`config.mk`:
```
export PLATFORM = sky130hd
export DESIGN_NAME = i2c_master_bus_sequencer_core
export DESIGN_NICKNAME = d
export VERILOG_FILES = /design/src/i2cms_pkg.sv /design/src/i2c_master_bus_sequencer_core.sv
export VERILOG_INCLUDE_DIRS = /design/src /design/src/src
export SDC_FILE = /design/constraint.sdc
export NUM_CORES = 1
export LEC_CHECK = 0
export BUFFER_PORTS_ARGS = -buffer_cell sky130_fd_sc_hd__buf_2
export CORE_MARGIN = 3
export CORE_UTILIZATION = 40
export DETAILED_ROUTE_END_ITERATION = 10
export PLACE_DENSITY = 0.64
export SLEW_MARGIN = 20
export SYNTH_ARGS = -nofsm -noshare
export SYNTH_HDL_FRONTEND = slang
export SYNTH_SLANG_ARGS = --single-unit
```
`constraint.sdc`:
```
create_clock -name clk -period 6.1 [get_ports clk]
set_clock_uncertainty 0.2 [all_clocks]
set_input_delay 0.305 -clock clk [delete_from_list [all_inputs] [get_ports clk]]
set_output_delay 0.305 -clock clk [all_outputs]
set_load 0.01 [all_outputs]
```
`src/i2c_master_bus_sequencer_core_assert.svh`:
```
// assertion macros for the i2c bus sequencer
`ifndef I2C_MASTER_BUS_SEQUENCER_CORE_ASSERT_SVH
`define I2C_MASTER_BUS_SEQUENCER_CORE_ASSERT_SVH

// same-cycle implication, checked outside reset
`define I2CMS_ASSERT_NOW(name, clk, rst_n, ante, cons, msg) \
	name: assert property (@(posedge clk) disable iff (!rst_n) (ante) |-> (cons)) \
		else $error(msg);

// next-cycle implication, checked outside reset
`define I2CMS_ASSERT_NEXT(name, clk, rst_n, ante, cons, msg) \
	name: assert property (@(posedge clk) disable iff (!rst_n) (ante) |=> (cons)) \
		else $error(msg);

`endif

```
`src/i2cms_pkg.sv`:
```
// types and constants of the i2c bus sequencer
`default_nettype none

package i2cms_pkg;

	localparam int DELAY_W = 16;
	localparam logic [DELAY_W-1:0] BIT_DELAY_RESET = 16'd10;
	localparam int BITS_PER_BYTE = 8;

	typedef enum logic [2:0] {
		OP_START = 3'd0,
		OP_STOP  = 3'd1,
		OP_SEND  = 3'd2,
		OP_READ  = 3'd3,
		OP_WACK  = 3'd4,
		OP_ACK   = 3'd5,
		OP_NACK  = 3'd6,
		OP_PROBE = 3'd7
	} op_t;

	// bus phase being sequenced
	typedef enum logic [2:0] {
		PH_IDLE,
		PH_START,
		PH_STOP,
		PH_SEND,
		PH_READ,
		PH_WACK,
		PH_ACK,
		PH_NACK
	} phase_t;

	// step inside a probe command
	typedef enum logic [2:0] {
		PS_STOP1,
		PS_START,
		PS_SEND,
		PS_WACK,
		PS_STOP2
	} probe_step_t;

	typedef struct packed {
		op_t        operation;
		logic [7:0] tx_byte;
		logic [7:0] rx_levels;
		logic       ack_level;
	} cmd_word_t;

	typedef struct packed {
		logic       scl_level;
		logic       sda_level;
		logic       held;
		logic [7:0] rx_byte;
		logic       nack_seen;
		logic       last;
	} seg_word_t;

endpackage

`default_nettype wire

```
`src/i2c_master_bus_sequencer_core.sv`:
```
// i2c master bus sequencer: one command word in, a run of scl/sda segment words out
//
//  channel | direction | handshake           | word
//  --------+-----------+---------------------+-------------------------------
//  cmd     | in        | cmd_valid/cmd_stall | i2cms_pkg::cmd_word_t
//  seg     | out       | seg_valid/seg_stall | i2cms_pkg::seg_word_t
//  cfg     | in        | cfg_valid/cfg_ready | 16-bit bit delay
//
// one segment word leaves the sequencer per emit; a held segment loads the
// delay counter with bit_delay and the next emit waits until it counts down
// to zero, while an unheld segment leaves the counter at zero
// a send byte command is 24 held segments
// the next command is taken in the cycle its last segment is emitted
// a waiting word in the output register holds off the next emit while seg_stall
// is high, until it is taken. reset releases both lines high and idles
`default_nettype none

`include "i2c_master_bus_sequencer_core_assert.svh"

module i2c_master_bus_sequencer_core (
	input  wire logic                 clk,
	input  wire logic                 arst_n,
	input  wire logic                 cmd_valid,
	output      logic                 cmd_stall,
	input  wire i2cms_pkg::cmd_word_t cmd,
	output      logic                 seg_valid,
	input  wire logic                 seg_stall,
	output      i2cms_pkg::seg_word_t seg,
	input  wire logic                 cfg_valid,
	output      logic                 cfg_ready,
	input  wire logic [i2cms_pkg::DELAY_W-1:0] cfg_data
);

	// configuration
	logic [i2cms_pkg::DELAY_W-1:0] bit_delay_q;

	// command register and sequencer state
	i2cms_pkg::cmd_word_t     cmd_q;
	i2cms_pkg::phase_t        state_q, state_d;
	i2cms_pkg::probe_step_t   probe_q, probe_d;
	logic [1:0]               sub_q, sub_d;     // segment within a bit group
	logic [2:0]               bit_q, bit_d;     // bit group within the phase
	logic [i2cms_pkg::DELAY_W-1:0] dly_q;

	// current line drives, equal to the last segment emitted
	logic scl_q, sda_q;

	// output register
	logic                 seg_valid_q;
	i2cms_pkg::seg_word_t seg_q;

	// segment decode
	i2cms_pkg::seg_word_t seg_d;
	logic                 grp_end;
	logic                 ph_end;
	logic                 cmd_last;
	logic                 is_probe;
	logic                 last_bit;
	logic                 tx_bit;
	logic                 emit;
	logic                 cmd_acc;

	assign cfg_ready = 1'b1;

	assign is_probe = (cmd_q.operation == i2cms_pkg::OP_PROBE);
	assign last_bit = (bit_q == 3'(i2cms_pkg::BITS_PER_BYTE - 1));
	assign tx_bit   = cmd_q.tx_byte[3'd7 - bit_q];   // msb first

	// output slot free and previous segment's hold time elapsed
	assign emit = (state_q != i2cms_pkg::PH_IDLE) && (dly_q == '0)
		&& (!seg_valid_q || !seg_stall);

	// take a new command when idle or as the current one finishes
	assign cmd_stall = !((state_q == i2cms_pkg::PH_IDLE) || (emit && cmd_last));
	assign cmd_acc   = cmd_valid && !cmd_stall;

	assign seg_valid = seg_valid_q;
	assign seg       = seg_q;

	// segment levels for the current phase step
	always_comb begin
		seg_d     = '0;
		seg_d.held = 1'b1;
		grp_end   = 1'b0;
		ph_end    = 1'b0;
		case (state_q)
			i2cms_pkg::PH_START: begin
				// release both, pull sda, then pull scl
				seg_d.scl_level = (sub_q != 2'd2);
				seg_d.sda_level = (sub_q == 2'd0);
				grp_end = (sub_q == 2'd2);
				ph_end  = grp_end;
			end
			i2cms_pkg::PH_STOP: begin
				// scl high with sda low, then release sda without delay
				seg_d.scl_level = 1'b1;
				seg_d.sda_level = (sub_q == 2'd1);
				seg_d.held      = (sub_q == 2'd0);
				grp_end = (sub_q == 2'd1);
				ph_end  = grp_end;
			end
			i2cms_pkg::PH_SEND: begin
				case (sub_q)
					2'd0: begin
						seg_d.scl_level = scl_q;
						seg_d.sda_level = tx_bit;
					end
					2'd1: begin
						seg_d.scl_level = 1'b1;
						seg_d.sda_level = tx_bit;
					end
					default: begin
						// sda released after the final bit for the ack slot
						seg_d.scl_level = 1'b0;
						seg_d.sda_level = last_bit ? 1'b1 : tx_bit;
					end
				endcase
				grp_end = (sub_q == 2'd2);
				ph_end  = grp_end && last_bit;
			end
			i2cms_pkg::PH_READ: begin
				// sda keeps its drive, only scl pulses
				seg_d.scl_level = (sub_q == 2'd0);
				seg_d.sda_level = sda_q;
				grp_end = (sub_q == 2'd1);
				ph_end  = grp_end && last_bit;
			end
			i2cms_pkg::PH_WACK, i2cms_pkg::PH_NACK: begin
				seg_d.scl_level = (sub_q == 2'd0) ? scl_q : (sub_q == 2'd1);
				seg_d.sda_level = 1'b1;
				grp_end = (sub_q == 2'd2);
				ph_end  = grp_end;
			end
			i2cms_pkg::PH_ACK: begin
				// pull sda for one clock pulse, then release without delay
				seg_d.scl_level = (sub_q == 2'd0) ? scl_q : (sub_q == 2'd1);
				seg_d.sda_level = (sub_q == 2'd3);
				seg_d.held      = (sub_q != 2'd3);
				grp_end = (sub_q == 2'd3);
				ph_end  = grp_end;
			end
			default: begin
				seg_d.scl_level = scl_q;
				seg_d.sda_level = sda_q;
			end
		endcase

		cmd_last   = ph_end && (!is_probe || (probe_q == i2cms_pkg::PS_STOP2));
		seg_d.last = cmd_last;
		if (cmd_last && (cmd_q.operation == i2cms_pkg::OP_READ)) begin
			seg_d.rx_byte = cmd_q.rx_levels;
		end
		if (cmd_last && ((cmd_q.operation == i2cms_pkg::OP_WACK) || is_probe)) begin
			seg_d.nack_seen = cmd_q.ack_level;
		end
	end

	// next state of the sequencer
	always_comb begin
		state_d = state_q;
		probe_d = probe_q;
		sub_d   = sub_q;
		bit_d   = bit_q;
		if (emit) begin
			if (!grp_end) begin
				sub_d = sub_q + 2'd1;
			end else begin
				sub_d = 2'd0;
				bit_d = bit_q + 3'd1;
			end
			if (ph_end) begin
				bit_d = 3'd0;
				if (cmd_last) begin
					state_d = i2cms_pkg::PH_IDLE;
				end else begin
					// walk through the probe sequence
					case (probe_q)
						i2cms_pkg::PS_STOP1: begin
							probe_d = i2cms_pkg::PS_START;
							state_d = i2cms_pkg::PH_START;
						end
						i2cms_pkg::PS_START: begin
							probe_d = i2cms_pkg::PS_SEND;
							state_d = i2cms_pkg::PH_SEND;
						end
						i2cms_pkg::PS_SEND: begin
							probe_d = i2cms_pkg::PS_WACK;
							state_d = i2cms_pkg::PH_WACK;
						end
						default: begin
							probe_d = i2cms_pkg::PS_STOP2;
							state_d = i2cms_pkg::PH_STOP;
						end
					endcase
				end
			end
		end
		if (cmd_acc) begin
			sub_d   = 2'd0;
			bit_d   = 3'd0;
			probe_d = i2cms_pkg::PS_STOP1;
			case (cmd.operation)
				i2cms_pkg::OP_START: state_d = i2cms_pkg::PH_START;
				i2cms_pkg::OP_STOP:  state_d = i2cms_pkg::PH_STOP;
				i2cms_pkg::OP_SEND:  state_d = i2cms_pkg::PH_SEND;
				i2cms_pkg::OP_READ:  state_d = i2cms_pkg::PH_READ;
				i2cms_pkg::OP_WACK:  state_d = i2cms_pkg::PH_WACK;
				i2cms_pkg::OP_ACK:   state_d = i2cms_pkg::PH_ACK;
				i2cms_pkg::OP_NACK:  state_d = i2cms_pkg::PH_NACK;
				default:             state_d = i2cms_pkg::PH_STOP;   // probe opens with stop
			endcase
		end
	end

	always_ff @(posedge clk or negedge arst_n) begin
		if (!arst_n) begin
			state_q <= i2cms_pkg::PH_IDLE;
			probe_q <= i2cms_pkg::PS_STOP1;
			sub_q   <= 2'd0;
			bit_q   <= 3'd0;
		end else begin
			state_q <= state_d;
			probe_q <= probe_d;
			sub_q   <= sub_d;
			bit_q   <= bit_d;
		end
	end

	// command word, payload only
	always_ff @(posedge clk) begin
		if (cmd_acc) begin
			cmd_q <= cmd;
		end
	end

	// bit delay register
	always_ff @(posedge clk or negedge arst_n) begin
		if (!arst_n) begin
			bit_delay_q <= i2cms_pkg::BIT_DELAY_RESET;
		end else if (cfg_valid && cfg_ready) begin
			bit_delay_q <= cfg_data;
		end
	end

	// hold timer and line drives
	always_ff @(posedge clk or negedge arst_n) begin
		if (!arst_n) begin
			dly_q <= '0;
			scl_q <= 1'b1;
			sda_q <= 1'b1;
		end else if (emit) begin
			dly_q <= seg_d.held ? bit_delay_q : '0;
			scl_q <= seg_d.scl_level;
			sda_q <= seg_d.sda_level;
		end else if (dly_q != '0) begin
			dly_q <= dly_q - 1'b1;
		end
	end

	// output register
	always_ff @(posedge clk or negedge arst_n) begin
		if (!arst_n) begin
			seg_valid_q <= 1'b0;
		end else if (emit) begin
			seg_valid_q <= 1'b1;
		end else if (!seg_stall) begin
			seg_valid_q <= 1'b0;
		end
	end

	always_ff @(posedge clk) begin
		if (emit) begin
			seg_q <= seg_d;
		end
	end

	// a held segment arms the timer with the configured delay
	`I2CMS_ASSERT_NEXT(a_hold_armed, clk, arst_n, emit && seg_d.held, dly_q == $past(bit_delay_q), "hold timer not loaded")
	// line drives follow the segment just emitted
	`I2CMS_ASSERT_NEXT(a_drive_track, clk, arst_n, emit, (scl_q == seg_q.scl_level) && (sda_q == seg_q.sda_level), "drive out of step with segment")
	// an unheld segment only ever releases sda
	`I2CMS_ASSERT_NOW(a_unheld_release, clk, arst_n, seg_valid_q && !seg_q.held, seg_q.sda_level, "unheld segment pulls sda")
	// status fields stay zero before the final segment
	`I2CMS_ASSERT_NOW(a_status_last, clk, arst_n, seg_valid_q && !seg_q.last, (seg_q.rx_byte == 8'd0) && !seg_q.nack_seen, "status on non-final segment")
	// no emit while the hold timer runs
	`I2CMS_ASSERT_NOW(a_no_early_emit, clk, arst_n, dly_q != '0, !emit, "segment emitted during hold")

endmodule

`default_nettype wire

```
==> results of run 1 <==
path summary, 6_finish.rpt:
check / startpoint / end / slack [ps] / cells after the start
min in group asynchronous: arst_n / bit_delay_q[2] / 280 / 2
worst min-delay path: cmd_valid / state_q[2] / 180 / 3
worst min register to register: bit_delay_q[14] / dly_q[14] / 280 / 1
max in group asynchronous: arst_n / bit_delay_q[9] / 5030 / 2
worst max register to register: dly_q[2] / dly_q[10] / 3070 / 5
worst max-delay path: dly_q[2] / cmd_stall / 2780 / 5
layer usage:
metal / part of all wire (%) / routed length (µm)
met5: 0 / 0
met4: 2.3 / 178
met3: 4.5 / 348
met2: 52 / 4020
met1: 42 / 3240
power by group:
part | leakage, nW | switching, mW | internal [mW] | total [mW]
combinational | 0.964 | 0.226 | 0.235 | 0.460
clock | 0.0927 | 0.212 | 0.156 | 0.368
sequential | 0.853 | 0.118 | 0.660 | 0.777
total | 1.91 | 0.555 | 1.05 | 1.61
synth_stat cells, types with 3 or more instances:
library cell / instances / area [µm²]
a211oi_1: 3 / 22.5
a21o_1: 9 / 67.6
a21oi_1: 10 / 50.1
a221o_1: 5 / 50.1
a22o_1: 3 / 26.3
and2_1: 11 / 68.8
clkbuf_1: 4 / 15.0
dfrtp_1: 42 / 1050
dfstp_2: 4 / 105
edfxtp_1: 33 / 991
ha_1: 8 / 100
inv_1: 6 / 22.5
mux2_2: 20 / 225
mux2i_1: 7 / 70.1
nand2_1: 15 / 56.3
nand2b_1: 3 / 18.8
nand3_1: 11 / 55.1
nand4b_1: 5 / 43.8
nor2_1: 22 / 82.6
nor2_2: 3 / 18.8
nor3_1: 10 / 50.1
nor4_1: 4 / 25.0
o21ai_0: 9 / 45.0
xnor2_1: 10 / 87.6
timing repair:
action | CTS | global route
endpoints found under the setup margin | 0 | 0
endpoints found under the hold margin | 80 | 0
hold buffers | 38 | 0
flip-flops by register name, indices dropped and copies added, names as in the netlist:
| signal | flops |
|---|---|
| seg | 13 |
| sub_q | 2 |
| bit_delay_q | 16 |
| cmd_q | 20 |
| bit_q | 3 |
| probe_q | 3 |
| state_q | 3 |
| dly_q | 16 |
| scl_q | 1 |
| sda_q | 1 |
| seg_valid | 1 |
through the flow:
stage	instances	instance area (µm²)
final	529	4740
after detailed placement	475	4160
after global placement	475	4160
after floorplan	304	3790
after CTS	529	4730
after global routing	529	4740
worst min-delay path: stages:
cell,delay [ps]
buf_2,110
and2_1,140
o32a_1,150
cell families (layout without fill, tap and decap cells):
logic type,count (synthesis),count (layout),share of synthesized area (%)
buf+inv,17,116,2.54
fa+ha+maj,8,8,2.64
other cells,1,1,0.0989
flops,79,79,56.6
xor+xnor,12,12,2.77
mux,29,29,8.97
compound gates,56,56,11.5
simple gates,102,102,14.8
cell type report:
class	count	area, µm²
Tap cell	126	158
Multi-Input combinational cell	208	1560
Sequential cell	79	2150
Timing Repair Buffer	94	666
Clock buffer	9	124
Fill cell	783	4240
Clock inverter	7	62.6
Inverter	6	22.5
==> out/results.txt, run 1 <==
Leaving out fill and tap cells, the most frequent cell in the layout is buf_2. In this run the number of H-tree levels came out at 3. After synthesis the netlist holds a flip-flop and latch count of 79.

In this run, synthesis inferred 33 flip-flops with an integrated enable. After detailed routing, the average wire length per cell comes to 14.7 µm. Setup total negative slack on the finished layout was measured at 0 ps. The run gives 0 as the warning count from the yosys run. The run gives 10700 µm² as the floorplan die area. The flow ran to the end, and the final reports show no timing, DRC or antenna violations.

The tightest hold margin was 179 ps. Class of the most critical hold timing path: primary input to register. The logs give 0 for the number of max-slew violations in the final report and 130 for the starting DRC count in detailed routing.

Among all flip-flop cells after synthesis, the most frequent one is dfrtp_1. The initial antenna violation count is 0. The family of cells with the greatest summed delay on the critical path is simple AND/OR/NAND/NOR gates. Once the floorplan was initialized, standard cells occupied 42.2% of the core.

In this run the power density over the cells is 339 nW/µm². The worst setup path is launched from a register. The count of mapped cells out of synthesis is 304, and the number of primary I/O pins is 57. The height of the chip is 103 µm. The synthesized netlist occupies a cell area of 3790 µm². The logs give 2780 ps for the final worst slack and 2660 ps for the post-place setup slack. The worst-case IR drop observed on VDD is 0.159 mV. The routing usage on met2 is 27.0%, and the number of buffers inserted during clock tree synthesis is 9.

The run gives 7790 µm as the routed wire length. In this design, the stage delay of the slowest critical-path cell is 590 ps. The number of resized instances in the post-cts repair step came out at 0. Data arrival time of the worst path: 2810 ps. Compared with the post-synthesis result, the final layout area differs by 24.9%.

The fraction of the cycle the final worst path needs came out at 54.4%. For the wire length of the first global-routing pass, the log shows 13100 µm. Setup repair after global routing left no endpoint under its margin.

At the worst endpoint, the required time is 5590 ps. The clock root buffer was clkbuf_8. The via count of the first global-routing pass is 2683. The netlist uses 59 different library cells. The number of buffers and inverters on the critical path is 1. For this run, asynchronously set or reset flops after synthesis account for 58.2%.

Before antenna repair, the detailed router went through 4 iterations. For this run, the post-layout net count is 447. At the end of routability-driven placement, the weighted congestion stood at 0.800. The worst setup path is of the register to output pin kind. For the pin with the worst max-slew slack, the measured transition is 844 ps.

The core area is 8980 µm², and the final setup violation count is 0. The clock tree buffer depth came out at 2. The die is 103 µm wide. Cell at the slowest stage of the critical path: or4_4. The maximum number of pins on one net before global-route repair is 47, and the met3 capacity usage during global routing is 3.35%. The number of nets handed over by synthesis was 353. For this block, the via count after detailed routing is 2736.

Static leakage: 1.91 nW. The clock-pin slew on the worst setup and hold paths is 90 ps, and the count of max-cap constraint violations is 0. Traced cell by cell, the critical path runs through or4_4 > or4_4 > nor2_4 > a21oi_1 > buf_2.

Overall power consumption after layout is estimated at 1.61 mW. The worst setup path is captured at an output pin. The hold violation count in the final report is 0.

For the sequential fraction of the synthesis area, the log shows 56.6%. The routed design could run at a clock period as short as 3320 ps. Summed over all layers, the global routing overflow is 0. The largest fanout on the critical path came out at 24. TritonCTS built the clock tree. Leaving out fill and tap cells, the most frequent cells in the layout are 54 x buf_2, 42 x dfrtp_1, 38 x dlygate4sd3_1, 33 x edfxtp_1, 21 x nor2_1. The antenna diode count was 0; the average cell area after synthesis was 12.5 µm². For this run, the share of the core covered by cells in the final layout is 52.8%.

For the post-CTS setup buffer count, the log shows 0. Fraction of layout cells with a size suffix above 1: 28.0%. In this run the tool buffered the top-level ports with 55 buffer cells. Using the TritonRoute via totals, the vias-per-cell ratio works out to 5.17. Clock latency on the worst-skew pair, taken at its later pin, is 360 ps. The all-layer global routing usage is 16.1%. For this run, design rule violations remaining after detail routing come to 0. The tools report the relative slew slack as 43.4%. Based on the critical path, the design can be clocked at up to 0.302 GHz. By instance count, the cell type seen most on the critical path is or4_4. For the site row count, the log shows 34. The met1 usage in global routing was 20.0%.

The clock net sink count was 79; the total half-perimeter wirelength after legalization and detailed placement was 5330 µm. The detail route stage leaves a number of antenna-violating nets equal to 0. The global-route layer with the greatest usage is met2.
Note: power is estimated with default switching activity, not from simulation.
==> run 2, diff against run 1 <==
Settings changed: ABC_AREA from default to 1.
Clock period 6.1 ns to 3.2 ns, I/O delays scaled along.
==> out/results.txt, run 2 <==
The flow ran to the end, and the final reports show no timing, DRC or antenna violations. The maximum number of pins on one net before global-route repair was 47; the height of the chip was 106 µm. The clock passes through at most 2 buffers.

Timing analysis after detailed placement gives a worst setup slack of 760 ps. Sequential cells burn 46.6% of the power. Counting flops and latches in the post-synthesis netlist gives 79.

Of the synthesized area, sequential elements account for 54.0%. The tools report the initial antenna violation count as 0. Setup repair after global routing left no endpoint under its margin. The worst-case IR drop observed on VDD is 0.370 mV. Leading cell type by number of instances after synthesis: nand2_1. The top cell types in the final layout, fill and taps aside, are 94 x nand2_1, 71 x inv_1, 54 x buf_2, 42 x dfrtp_1, 40 x nor2_1. Summed over all layers, the global routing overflow is 0. Along the worst path, the maximum fanout reaches 17. The detailed-route vias per instance was 4.77.

Critical path capture point type: a register. The routed wire length was 8780 µm; the average wire per standard cell was 13.0 µm. TritonCTS built the clock tree. Critical register-to-register path endpoint: state_q[0].

Counting every instance in the synthesized netlist gives 439. The register with the highest flop count is cmd_q. The site row count was 35. By startpoint and endpoint, the worst setup path is classified as register to register. Ranked by instance count, the synthesized netlist is headed by 94 x nand2_1, 71 x inv_1, 42 x dfrtp_1.

The H-tree generated during clock tree synthesis spans 3 levels. In this run, placement finished with an instance count of 620. The total area inside the core boundary comes to 9460 µm².

For flop-to-flop paths, the worst setup slack is 750 ps. Measured along the x axis, the die boundary spans 106 µm. In this run the worst setup path terminates at state_q[0]. The initial utilization of the core area, before any placement, comes to 42.0%. The register with the most flip-flops in the layout has 20 of them.

The tools report the clock root buffer as clkbuf_8. For the relative contribution of combinational cells to total power, the log shows 22.8%. The run gives 9 as the number of buffers inserted during clock tree synthesis. Each instance of the synthesized netlist takes up on average 9.05 µm².

The clock drives 79 sinks. The tools report the final setup violation count as 0. Yosys attributes the largest share of cell area to dfrtp_1 26%, edfxtp_1 25%, nand2_1 8.9%, inv_1 6.7%, o21ai_0 4.4%. The logs give 0 for the antenna diode count and 3970 µm² for the area of the mapped netlist. Count of flip-flops with a built-in enable after synthesis: 33.

For the worst setup path, the data required time is 3260 ps. After filler insertion, the fill cell instance count of the layout stands at 879. The floorplan step defined a die boundary enclosing 11200 µm². In this run the tightest slew margin relative to its limit is 61.2%. The DRC violation count after routing came out at 0.

The power density relative to cell area works out to 549 nW/µm². Via count of the first global-routing pass: 3230. The logs give 15200 µm for the wire length of the first global-routing pass and 0 for the number of resized instances in the post-cts repair step. The launching point of the worst reg2reg path was dly_q[0]. In this run the power spent charging and discharging nets is 865 µW. Summed over its instances, the top area cell type makes up 26.5% of the synthesized netlist area. The netlist uses 44 different library cells. For the final standard cell count with taps included and fillers excluded, the log shows 675. The logs give 143 for the starting DRC count in detailed routing and 4 for the first-pass iteration count of the detailed router.

The warning count from the yosys run is 0. The worst hold path belongs to the class primary input to register. Across every metal layer, demand over resource in global routing totals 17.0%.

The run gives 590 as the final-stage net count. STA classifies the critical path startpoint as a register. The register area was 2150 µm². The clock network power share was 30.6%; the fraction of layout cells with a size suffix above 1 was 20.1%. The number of nets in the synthesized netlist is 488.

The tools report the highest clock frequency the design can meet as 0.408 GHz. For the worst flop-to-flop path, the logic depth is 12. During I/O placement, the number of pins put on the boundary was 57. In the final layout, the multi-input gates occupy 1500 µm². The run gives 0.881 as the weighted congestion at the end of routability-driven global placement. Compared with the post-synthesis result, the final layout area differs by 26.3%.

For the worst setup path, the data arrival time is 2510 ps. In this run the static leakage power is 2.35 nW. In the final timing run, aggregate negative setup slack is 0 ps.

Net switching is 31.4% of the power. Clock-pin slew was measured on the worst setup and hold paths at 90 ps. The number of max-slew violations in the final report is 0. The synthesized design spends more area on one cell type than any other, namely dfrtp_1.

The library cell used most frequently in the layout, excluding fill and tap cells, is nand2_1. The port buffer count came out at 55. The worst path meets setup with 752 ps of slack. The fraction of the cycle the final worst path needs is 76.5%. In this run the worst setup path begins at dly_q[0]. The clock period minus final worst setup slack works out to 2450 ps. The most common flop cell mapped by yosys is dfrtp_1. The detail route stage leaves a number of antenna-violating nets equal to 0. The internal portion of the total power is 1.89 mW. For the pin with the worst max-slew slack, the measured transition is 582 ps. The proportion of synthesized flip-flops having asynchronous set or reset works out to 58.2%.

The tools report the total half-perimeter wirelength after legalization and detailed placement as 6290 µm. For the count of max-cap constraint violations, the log shows 0. Hold timing on the final database bottoms out at a slack of 31.4 ps. The run gives 53.0% as the utilization after layout. The logs give 0 for the hold violation count in the final report and 3219 for the detailed-route via count. The clock network latency to the later pin of the worst-skew pair is 360 ps. The largest registers in the layout are cmd_q: 20 flops, bit_delay_q: 16 flops, dly_q: 16 flops.
-- run 2: changes by cell type after synthesis, moves of 11 or more --
cell,before,now
inv_1,6,71
nor2_1,22,40
o21ai_0,9,35
and2_1,11,0
nand2_1,15,94
mux2_2,20,6
-- run 2: area by class of cell --
type	count	share of cell area [%]
clock inverter	7	2.07
clock buffer	9	2.47
tap	129	3.22
sequential	79	42.8
inverter	75	5.61
timing repair buffer	98	13.9
multi-input combinational	278	29.9
-- run 2: cells by family after synthesis --
kind of cell / Yosys count / share of synthesized area [%]
simple gates: 188 / 21.5
buf+inv: 82 / 8.16
flops: 79 / 54.0
compound gates: 66 / 9.98
xor+xnor: 9 / 1.98
fa+ha+maj: 8 / 2.52
mux: 6 / 1.70
other cells: 1 / 0.0944
-- run 2: routing by layer --
layer | wire length [µm] | GRT usage, % | vias up | share of wire (%)
met5 | 0 | 0 | - | 0
met4 | 78 | 3.61 | 0 | 0.89
met3 | 275 | 4.72 | 6 | 3.1
met2 | 4480 | 29.1 | 53 | 51
met1 | 3940 | 21.5 | 1534 | 45
li1 | - | - | 1626 | -
-- run 2: worst min-delay path by stage --
stage / start / endpoint / slack, ps / cells after the start
detailed placement: cmd[10] / cmd_q[10] / 140 / 1
global placement: cmd[9] / cmd_q[9] / 140 / 1
CTS: cfg_valid / bit_delay_q[1] / 30 / 3
floorplan: arst_n / bit_delay_q[0] / -340 / 0
finish: cfg_valid / bit_delay_q[1] / 30 / 3
global route: cfg_valid / bit_delay_q[1] / 60 / 3
-- run 2: critical path, stage by stage, from the launching register on --
cell and delay, ps:
dfrtp_1 390, inv_1 150, ha_1 240, nand2_2 70, nor2_2 160, nand4_4 220, o21bai_4 230, nand2_4 150
inv_1 100, buf_4 220, nand2_1 80, nand3_1 80, nand2_1 50
-- run 2: power groups by stage --
stage / Sequential [mW] / Combinational (mW) / Clock (mW)
2_1_floorplan: 1.27 / 0.458 / 0
3_3_place_gp: 1.31 / 0.579 / 0
3_5_place_dp: 1.31 / 0.593 / 0
4_1_cts: 1.28 / 0.630 / 0.865
5_1_grt: 1.30 / 0.717 / 0.917
6_report: 1.29 / 0.628 / 0.843
-- run 2: what timing repair did --
| action | CTS | global route |
|---|---|---|
| setup buffers | 0 | 0 |
| hold buffers | 39 | 0 |
| hold endpoints to repair | 82 | 0 |
-- run 2: per-stage QoR --
step | total power [mW] | area [µm²]
after floorplan | 1.73 | 3970
after global placement | 1.88 | 4400
after detailed placement | 1.90 | 4400
after CTS | 2.78 | 5010
after global routing | 2.94 | 5020
final | 2.76 | 5020
==> run 3, diff against run 2 <==
Settings changed: ABC_AREA 1 to 0.
Clock period 3.2 ns to 2.5 ns, I/O delays scaled along.
==> out/results.txt, run 3 (synthesis results as in run 1) <==
Global routing used 17.1% of the available tracks across all layers. The tools report the number of primary I/O pins as 57. Leaving out fill and tap cells, the most frequent cell in the layout is buf_2.

For this run the aggregate overflow at the end of global routing stands at 0. The die is 103 µm wide. At the end of routability-driven placement, the weighted congestion stood at 0.806. For this run, the post-layout net count is 486.

The largest registers in the layout are cmd_q: 20 flops, bit_delay_q: 16 flops, dly_q: 16 flops. On the worst path, the slowest cell contributes a delay of 540 ps. The core area was 8980 µm²; the H-tree level count was 3. Net switching is 33.4% of the power. The flip-flop count of the largest register after layout is 20, and the net switching power figure is 1.44 mW. The checks that failed: setup timing. Type of element launching the critical path: a register. The tools report the post-route total power as 4.30 mW. Among all stages on the critical path, the largest delay is contributed by or4_4.

At the worst endpoint, the required time is 2550 ps. Timing would allow up to 0.388 GHz. Fill cells in the final layout number 750.

The count of max-cap constraint violations was 0; the final instance area was 5140 µm². The internal portion of the total power is 2.86 mW. By instance count, the cell type seen most on the critical path is or4_4. Of all nets on the critical path, the largest fanout is 4.

The clock root buffer is clkbuf_8. Peak ir drop on the vdd network: 0.443 mV. Class of the most critical hold timing path: primary input to async pin.

The tools report the initial antenna violation count as 0. The antenna diode count is 0, and the static leakage is 2.13 nW. TritonCTS built the clock tree.

The logs give -76.4 ps for the final worst slack and 2 for the clock tree buffer depth. Floorplan die area: 10700 µm². Setup repair after global routing could not meet its margin everywhere. During placement, the flow inserted port buffers numbering 55. For the tightest hold margin, the log shows 79.0 ps. The clock net sink count was 79. The category of the most critical setup path is register to register. Combinational logic is responsible for 34.1% of the overall power. Counting the buffers created by CTS gives 9.

The routed wire length came out at 8410 µm. The area growth from synthesis to layout is 35.6%, and the height of the chip is 103 µm. The post-route setup TNS was -398 ps; the clock network power share was 23.5%.

The first global-routing pass estimated 14000 µm of wire. The clock network latency to the later pin of the worst-skew pair is 370 ps. Counting flops per register, the top entry is cmd_q. Setup violations remaining at the end of the flow were counted as 8. Once placement finished, the instance area stood at 4460 µm². The via count of the first global-routing pass is 2943, and the hold violation count in the final report is 0. The sequential cell fraction of total power came out at 42.4%. The detail route stage leaves a number of antenna-violating nets equal to 0. The detailed router placed 2881 vias in this run. Critical path capture point type: a register. The average wire per standard cell was 14.8 µm.

The initial utilization of the core area, before any placement, comes to 42.2%. The total half-perimeter wirelength after legalization and detailed placement is 5880 µm, and the first-pass iteration count of the detailed router is 4. Entering global routing, the biggest net connects 25 pins. Power spread over the standard cell area amounts to 836 nW/µm². Number of max-slew violations in the final report: 0. The fraction of layout cells with a size suffix above 1 is 35.7%.

The clock-pin slew on the worst setup and hold paths works out to 90 ps. The tools report the post-place setup slack as -37.2 ps. Fraction of the cycle the final worst path needs: 103%. Clock period minus final worst setup slack: 2580 ps.

In this run the core area contains 34 standard-cell rows. The run finished, with violations left. The library cells used most frequently in the layout, excluding fill and tap cells, are 55 x buf_2, 42 x dfrtp_1, 40 x dlygate4sd3_1, 33 x edfxtp_1, 31 x buf_4. Data on the critical path arrives at its endpoint at 2620 ps. In the final layout, the multi-input gates occupy 1590 µm². The DRC violation count after routing was 0; the detailed-route vias per instance was 5.07. The critical path goes through or4_4 > or4_4 > buf_6 > a211o_1 > o31ai_2 > a21oi_1. Across the whole layout, storage elements account for 2150 µm². The starting DRC count in detailed routing is 137.
run 3: cell types whose count changed in the layout (fill, tap and decap cells not counted), sizes merged, moves of 7 or more:
| cell | delta |
|---|---|
| nand3 | -11 |
| a21o | +10 |
| xnor2 | +8 |
| nor2 | -23 |
| and2 | +12 |
| o21ai | -31 |
| mux2i | +7 |
| mux2 | +14 |
| nand2 | -85 |
| inv | -67 |
| buf | +34 |
run 3: per-stage QoR:
stage | util (%) | std cells
finish | 57.3 | 568
global route | 57.3 | 568
CTS | 57.0 | 568
detailed placement | 49.7 | 509
global placement | 49.7 | 509
floorplan | - | 304
run 3: cell type report:
| cell class | count | share of cell area [%] |
|---|---|---|
| Clock buffer | 9 | 2.41 |
| Clock inverter | 7 | 1.68 |
| Inverter | 6 | 0.438 |
| Multi-Input combinational cell | 208 | 30.9 |
| Sequential cell | 79 | 41.8 |
| Tap cell | 126 | 3.07 |
| Timing Repair Buffer | 133 | 19.7 |
run 3: worst paths after layout:
check / cells past startpoint / from / end / slack (ps)
setup reg to reg: 6 / dly_q[7] / probe_q[1] / -80
setup / recovery: 6 / dly_q[7] / probe_q[1] / -80
min in group clk: 2 / cfg_valid / bit_delay_q[2] / 80
hold reg to reg: 1 / bit_delay_q[4] / dly_q[4] / 280
max in group asynchronous: 3 / arst_n / dly_q[2] / 1360
hold / removal: 3 / arst_n / bit_delay_q[4] / 80
run 3: routing by layer:
layer,up-vias,GRT usage (%),wire (µm)
li1,1405,-,-
met1,1410,21.5,3600
met2,54,28.9,4370
met3,12,3.35,308
met4,0,7.27,124
met5,-,0,0
run 3: worst max-delay path, delay by kind of cell (launching register included):
kind | cells | cell delay (ps)
AND/OR/NAND/NOR | 2 | 1070
buffers and inverters | 1 | 160
AO/OA/AOI/OAI | 3 | 660
flip-flops | 1 | 390
run 3: repair_timing:
item                                    in CTS  in global routing
endpoints found under the hold margin       86                  0
gates resized for setup                      6                  8
hold buffers                                40                  0
cloned                                       0                  0
endpoints found under the setup margin       5                 13
pin swaps                                    7                  7
setup buffers                                3                  0
run 3: power by group through the flow:
stage	Clock [mW]	Combinational (mW)	Sequential, mW
floorplan	0	0.943	1.80
finish	1.01	1.47	1.82
global route	1.09	1.63	1.86
global placement	0	1.35	1.83
CTS	1.04	1.46	1.82
detailed placement	0	1.40	1.85
